### config.mk
export PLATFORM = sky130hd
export DESIGN_NAME = cbi_divider
export DESIGN_NICKNAME = d
export VERILOG_FILES = /design/src/hdl/cbi_pkg.sv /design/src/hdl/cbi_divider.sv
export SDC_FILE = /design/constraint.sdc
export NUM_CORES = 2
export LEC_CHECK = 0
export BUFFER_PORTS_ARGS = -buffer_cell sky130_fd_sc_hd__buf_2
export CAP_MARGIN = 25
export CORE_ASPECT_RATIO = 0.6
export CORE_MARGIN = 3
export CORE_UTILIZATION = 30
export CTS_CLUSTER_SIZE = 14
export DETAILED_ROUTE_END_ITERATION = 6
export GPL_TIMING_DRIVEN = 0
export PLACE_DENSITY = 0.54
export SYNTH_ARGS = -nofsm -noshare
export SYNTH_HDL_FRONTEND = slang
export SYNTH_SLANG_ARGS = --single-unit
export TNS_END_PERCENT = 5
### constraint.sdc
create_clock -name clock -period 3.3 [get_ports clock]
set_clock_uncertainty 0.1 [all_clocks]
set_input_delay 0.99 -clock clock [delete_from_list [all_inputs] [get_ports clock]]
set_output_delay 0.99 -clock clock [all_outputs]
set_load 0.02 [all_outputs]
### src/hdl/cbi_pkg.sv
// Shared types for the clamped barycentric interpolator.
// Region codes, corner selectors and the sideband carried through the divider.
// No dependencies.
package cbi_pkg;

   localparam int NUM_CORNERS = 3;

   // Region reported with each result
   typedef enum logic [1:0] {
      REGION_INSIDE = 2'd0,
      REGION_EDGE   = 2'd1,
      REGION_CORNER = 2'd2,
      REGION_FAULT  = 2'd3
   } region_type;

   // Triangle corner selector
   typedef enum logic [1:0] {
      CORNER_A = 2'd0,
      CORNER_B = 2'd1,
      CORNER_C = 2'd2
   } corner_type;

   // Sign and region that ride along with the quotient
   typedef struct packed {
      logic       neg;
      region_type region;
   } side_type;

endpackage

### src/hdl/cbi_divider.sv
// Pipelined restoring divider, one quotient bit per register stage.
// Entry stage flags quotients that do not fit in QW bits.
// Depends on cbi_pkg for the sideband type.
module cbi_divider
   import cbi_pkg::*;
#(
   parameter int XW = 45,
   parameter int YW = 18,
   parameter int QW = 25
) (
   input  logic          clock,
   input  logic          reset,
   input  logic          en,
   input  logic          in_valid,
   input  logic [XW-1:0] in_x,
   input  logic [YW-1:0] in_y,
   input  side_type      in_side,
   output logic          out_valid,
   output logic [QW-1:0] out_q,
   output logic          out_ovf,
   output side_type      out_side
);

   localparam int RW = (XW > YW + QW) ? XW : YW + QW;

   logic [QW:0]   vld_ff;
   logic [QW:0]   ovf_ff;
   logic [RW-1:0] rem_ff  [QW+1];
   logic [YW-1:0] y_ff    [QW+1];
   logic [QW-1:0] q_ff    [QW+1];
   side_type      side_ff [QW+1];

   logic [RW-1:0] dsr     [QW];
   logic [QW-1:0] ge;

   // trial subtract per stage, stage k resolves quotient bit QW-1-k
   always_comb begin
      for (int k = 0; k < QW; k++) begin
         dsr[k] = RW'(y_ff[k]) << (QW - 1 - k);
         ge[k]  = rem_ff[k] >= dsr[k];
      end
   end

   // valid chain
   always_ff @(posedge clock) begin
      if (reset) begin
         vld_ff <= '0;
      end else if (en) begin
         vld_ff <= {vld_ff[QW-1:0], in_valid};
      end
   end

   // payload
   always_ff @(posedge clock) begin
      if (en) begin
         rem_ff[0]  <= RW'(in_x);
         y_ff[0]    <= in_y;
         q_ff[0]    <= '0;
         ovf_ff[0]  <= RW'(in_x) >= (RW'(in_y) << QW);
         side_ff[0] <= in_side;
         for (int k = 0; k < QW; k++) begin
            rem_ff[k+1]  <= ge[k] ? rem_ff[k] - dsr[k] : rem_ff[k];
            y_ff[k+1]    <= y_ff[k];
            q_ff[k+1]    <= {q_ff[k][QW-2:0], ge[k]};
            ovf_ff[k+1]  <= ovf_ff[k];
            side_ff[k+1] <= side_ff[k];
         end
      end
   end

   assign out_valid = vld_ff[QW];
   assign out_q     = q_ff[QW];
   assign out_ovf   = ovf_ff[QW];
   assign out_side  = side_ff[QW];

endmodule

==> results.rst <==
.. list-table::
   :header-rows: 1

   * - Metric
     - Value
   * - Detailed-router iteration count before antenna repair
     - 7
   * - Largest buffer count on any clock path
     - 4
   * - Highest clock frequency the design can meet
     - 253 MHz
   * - Slew at the pin closest to its max-slew limit
     - 1200 ps
   * - Register area share after synthesis
     - 0.626
   * - Layout cell share with drive strength beyond 1
     - 0.156
   * - Violations in the final reports
     - design-rule violations, negative setup slack
   * - Fin. Hold Viols
     - 0
   * - Count of flip-flops with a built-in enable after synthesis
     - 2004
   * - CP Data Arrival Time
     - 4450 ps
   * - Areal power density over the cells
     - 781 mW/mm²
   * - Worst endpoint required time
     - 3800 ps
   * - Synthesis-stage register bit count
     - 2030
   * - Global-route wire length before repair
     - 381000 µm
   * - Post-synthesis adder-cell area fraction
     - 0.0653
   * - Layout overhead on the synthesized area
     - 18.7%
   * - Dominant combinational cell family by area after synthesis
     - simple AND/OR/NAND/NOR gates
   * - CTS sink cnt
     - 2030
   * - Skew-Pair Late Insertion Delay
     - 900 ps
   * - Max-slew violation count
     - 0
   * - Cell count after placement
     - 12100
   * - Total routing usage reported by global routing
     - 0.149
   * - Outcome
     - complete, but fails checks
   * - Syn_nets
     - 8177
   * - Max Cap Viol
     - 0
   * - Effective utilization at floorplan
     - 0.302
   * - Setup Crit Path Kind
     - reg2reg
   * - Number of nets in the layout
     - 8667
   * - Cell chosen for the clock root
     - sky130_fd_sc_hd__clkbuf_16
   * - Number of distinct standard cells referenced by the synthesized netlist
     - 99
   * - Die X-Extent
     - 740 µm
   * - Cell count after synthesis
     - 7615
   * - Worst slack after detailed placement
     - -1880 ps
   * - Leakage power summed over all cells
     - 42.2 nW
   * - Mux contribution to synthesized area
     - 0.0137
   * - Commonest cells post-synth
     - sky130_fd_sc_hd__edfxtp_1, sky130_fd_sc_hd__inv_1, sky130_fd_sc_hd__nor2_1
   * - Worst max-slew margin expressed relative to the limit
     - 0.203
   * - Compound-Gate Fraction of Synth Area
     - 0.0966
   * - Slack of the critical path
     - -645 ps
   * - Number of vias after detailed routing
     - 63100
   * - CTS HTree Levels
     - 4
   * - Placer's final routability congestion estimate
     - 0.925
   * - Post-route minimum period
     - 3940 ps
   * - Placed Area
     - 0.103 mm²
   * - Tcrit/Tclk final
     - 1.20
   * - Simple-gate portion of the synthesized area
     - 0.109
   * - Dominant cell by count in the synthesized netlist
     - sky130_fd_sc_hd__edfxtp_1
   * - Total Die Area
     - 0.330 mm²
   * - Post-route insts no fill
     - 12600
   * - TNS Setup
     - -118310 ps
   * - Leading area contributor after synthesis
     - sky130_fd_sc_hd__edfxtp_1
   * - Number of antenna-violating nets in the routed design
     - 0
   * - Most used DFF post-synth
     - sky130_fd_sc_hd__edfxtp_1
   * - Pin count of the biggest net entering global routing
     - 169
   * - Setup repair after global routing missed its margin
     - true
   * - Number of placement rows
     - 161
   * - WL final
     - 256000 µm
   * - Synthesized-area fraction occupied by xor and xnor cells
     - 0.0591
   * - Number of global-route vias before repair
     - 59100
   * - Critical Path End Type
     - flop
   * - Number of buffers created by CTS
     - 214
   * - Share of async-settable or async-resettable flops after synthesis
     - 0
   * - TritonCTS clock tree
     - built
   * - Routed WL per cell
     - 20.4 µm
   * - Hold Path Class
     - in2reg
   * - Detailed placement HPWL
     - 186000 µm
   * - Core area
     - 0.321 mm²
   * - Clock input transition at the sequential cells of the worst setup and hold paths
     - 60 ps
   * - Number of warnings printed during yosys synthesis
     - 0
   * - Area share of the largest cell type after synthesis
     - 0.620
   * - Worst-path maximum fanout
     - 5
   * - Detailed router's first-iteration violation count
     - 7052
   * - Die Y-Extent
     - 446 µm
   * - Count of buffers from port buffering
     - 98
   * - Synthesized area
     - 0.0970 mm²
   * - DRC Markers
     - 2
   * - Grt ovf
     - 0
   * - Post-route worst hold slack
     - 181 ps
   * - Startpoint kind of the worst setup timing path
     - flop
   * - Routed via count divided by cell count
     - 5.01
   * - Largest voltage drop on the vdd net
     - 0.405 mV
   * - Mean Syn Cell Area
     - 12.7 µm²
   * - Setup violation total in the final timing report
     - 935
   * - Final non-filler cell area
     - 0.115 mm²
   * - Number of placed I/O pins
     - 100
   * - Number of antenna violations at the first check in global routing
     - 19
   * - Leading post-synthesis cells by cell area
     - sky130_fd_sc_hd__edfxtp_1, sky130_fd_sc_hd__ha_1, sky130_fd_sc_hd__xor2_1
[per-stage QoR]
stage | total power (W) | utilization
final | 0.0899 | 0.358
after global routing | 0.0949 | 0.358
after CTS | 0.0889 | 0.352
after detailed placement | 0.0628 | 0.322
after global placement | 0.0641 | 0.320
after floorplan | 0.0546 | -
[area by class of cell]
cell class / instances / area, µm²
fillers: 30900 / 206000
flip-flops and latches: 2030 / 60700
multi-input cells: 4844 / 36400
clock buffers: 255 / 5560
well taps: 4319 / 5400
repair buffers: 283 / 2390
inverters: 603 / 2280
plain buffers: 129 / 1230
clock inverters: 119 / 1130
diodes: 3 / 7.51
[per-layer routing]
metal,track usage,part of all wire,up-vias
met5,0,0.000051,-
met1,0.261,0.55,31300
met4,0.0280,0.017,2
met2,0.174,0.35,2189
met3,0.0355,0.088,318
li1,-,-,29300
[cells in the final DEF, fill, tap and decap left out, drive strengths merged, types with 67 or more instances in the layout]
cell / instances
inv: 608
a21o: 163
clkinv: 83
a21oi: 466
buf: 325
nand2: 454
o21a: 89
mux2: 94
nand3: 119
edfxtp: 2004
o21ai: 385
nor2b: 76
nor3: 186
clkbuf: 341
nand2b: 101
or3: 70
nor4: 157
ha: 468
xor2: 343
xnor2: 312
nor2: 581
nand4: 67
[cell families (layout without fill, tap and decap cells)]
kind of cell,after synthesis,in the layout
simple gates,2082,2083
buf+inv,742,1389
fa+ha+maj,492,492
mux,121,121
other cells,0,3
compound gates,1493,1493
xor+xnor,655,655
flops,2030,2030
[registers in the layout (all words and copies together) (netlist names)]
| register | count |
|---|---|
| rem_ff | 1125 |
| q_ff | 325 |
| ovf_ff | 26 |
| vld_ff | 26 |
| side_ff | 78 |
| y_ff | 450 |
[worst max-delay path, stage by stage (launching register included)]
cell and delay (ps):
sky130_fd_sc_hd__edfxtp_1 430, sky130_fd_sc_hd__inv_1 140, sky130_fd_sc_hd__ha_1 270, sky130_fd_sc_hd__nor2b_1 140, sky130_fd_sc_hd__o21a_1 180, sky130_fd_sc_hd__o21ai_0 310, sky130_fd_sc_hd__a21oi_1 330, sky130_fd_sc_hd__o21ai_1 440
sky130_fd_sc_hd__o21ai_0 370, sky130_fd_sc_hd__or4b_4 680, sky130_fd_sc_hd__nor4_4 180, sky130_fd_sc_hd__xor2_1 100
[power breakdown]
| group | total [W] | switching [W] | internal, W | leakage [nW] |
|---|---|---|---|---|
| Combinational | 0.0283 | 0.0165 | 0.0119 | 19.4 |
| Sequential | 0.0377 | 0.00344 | 0.0343 | 19.5 |
| Clock | 0.0238 | 0.0104 | 0.0135 | 3.26 |
[final timing paths]
| path | from | end | slack (ps) | cells after the start |
|---|---|---|---|---|
| worst max register to register | y_ff[0][271]$_DFFE_PP_ | rem_ff[1][38]$_DFFE_PP_ | -640 | 11 |
| worst min register to register | side_ff[0][34]$_DFFE_PP_ | side_ff[0][37]$_DFFE_PP_ | 290 | 0 |
| worst max-delay path | y_ff[0][271]$_DFFE_PP_ | rem_ff[1][38]$_DFFE_PP_ | -640 | 11 |
| worst min-delay path | in_x[2] | rem_ff[0][2]$_DFFE_PP_ | 180 | 1 |
[repair_timing]
action	4_1_cts	5_1_grt
resized for setup	557	256
pin swaps	96	91
hold buffers	0	0
cloned	9	2
buffers inserted	71	77
setup endpoints to repair	1379	1496
Note: power is estimated with default switching activity, not from simulation.
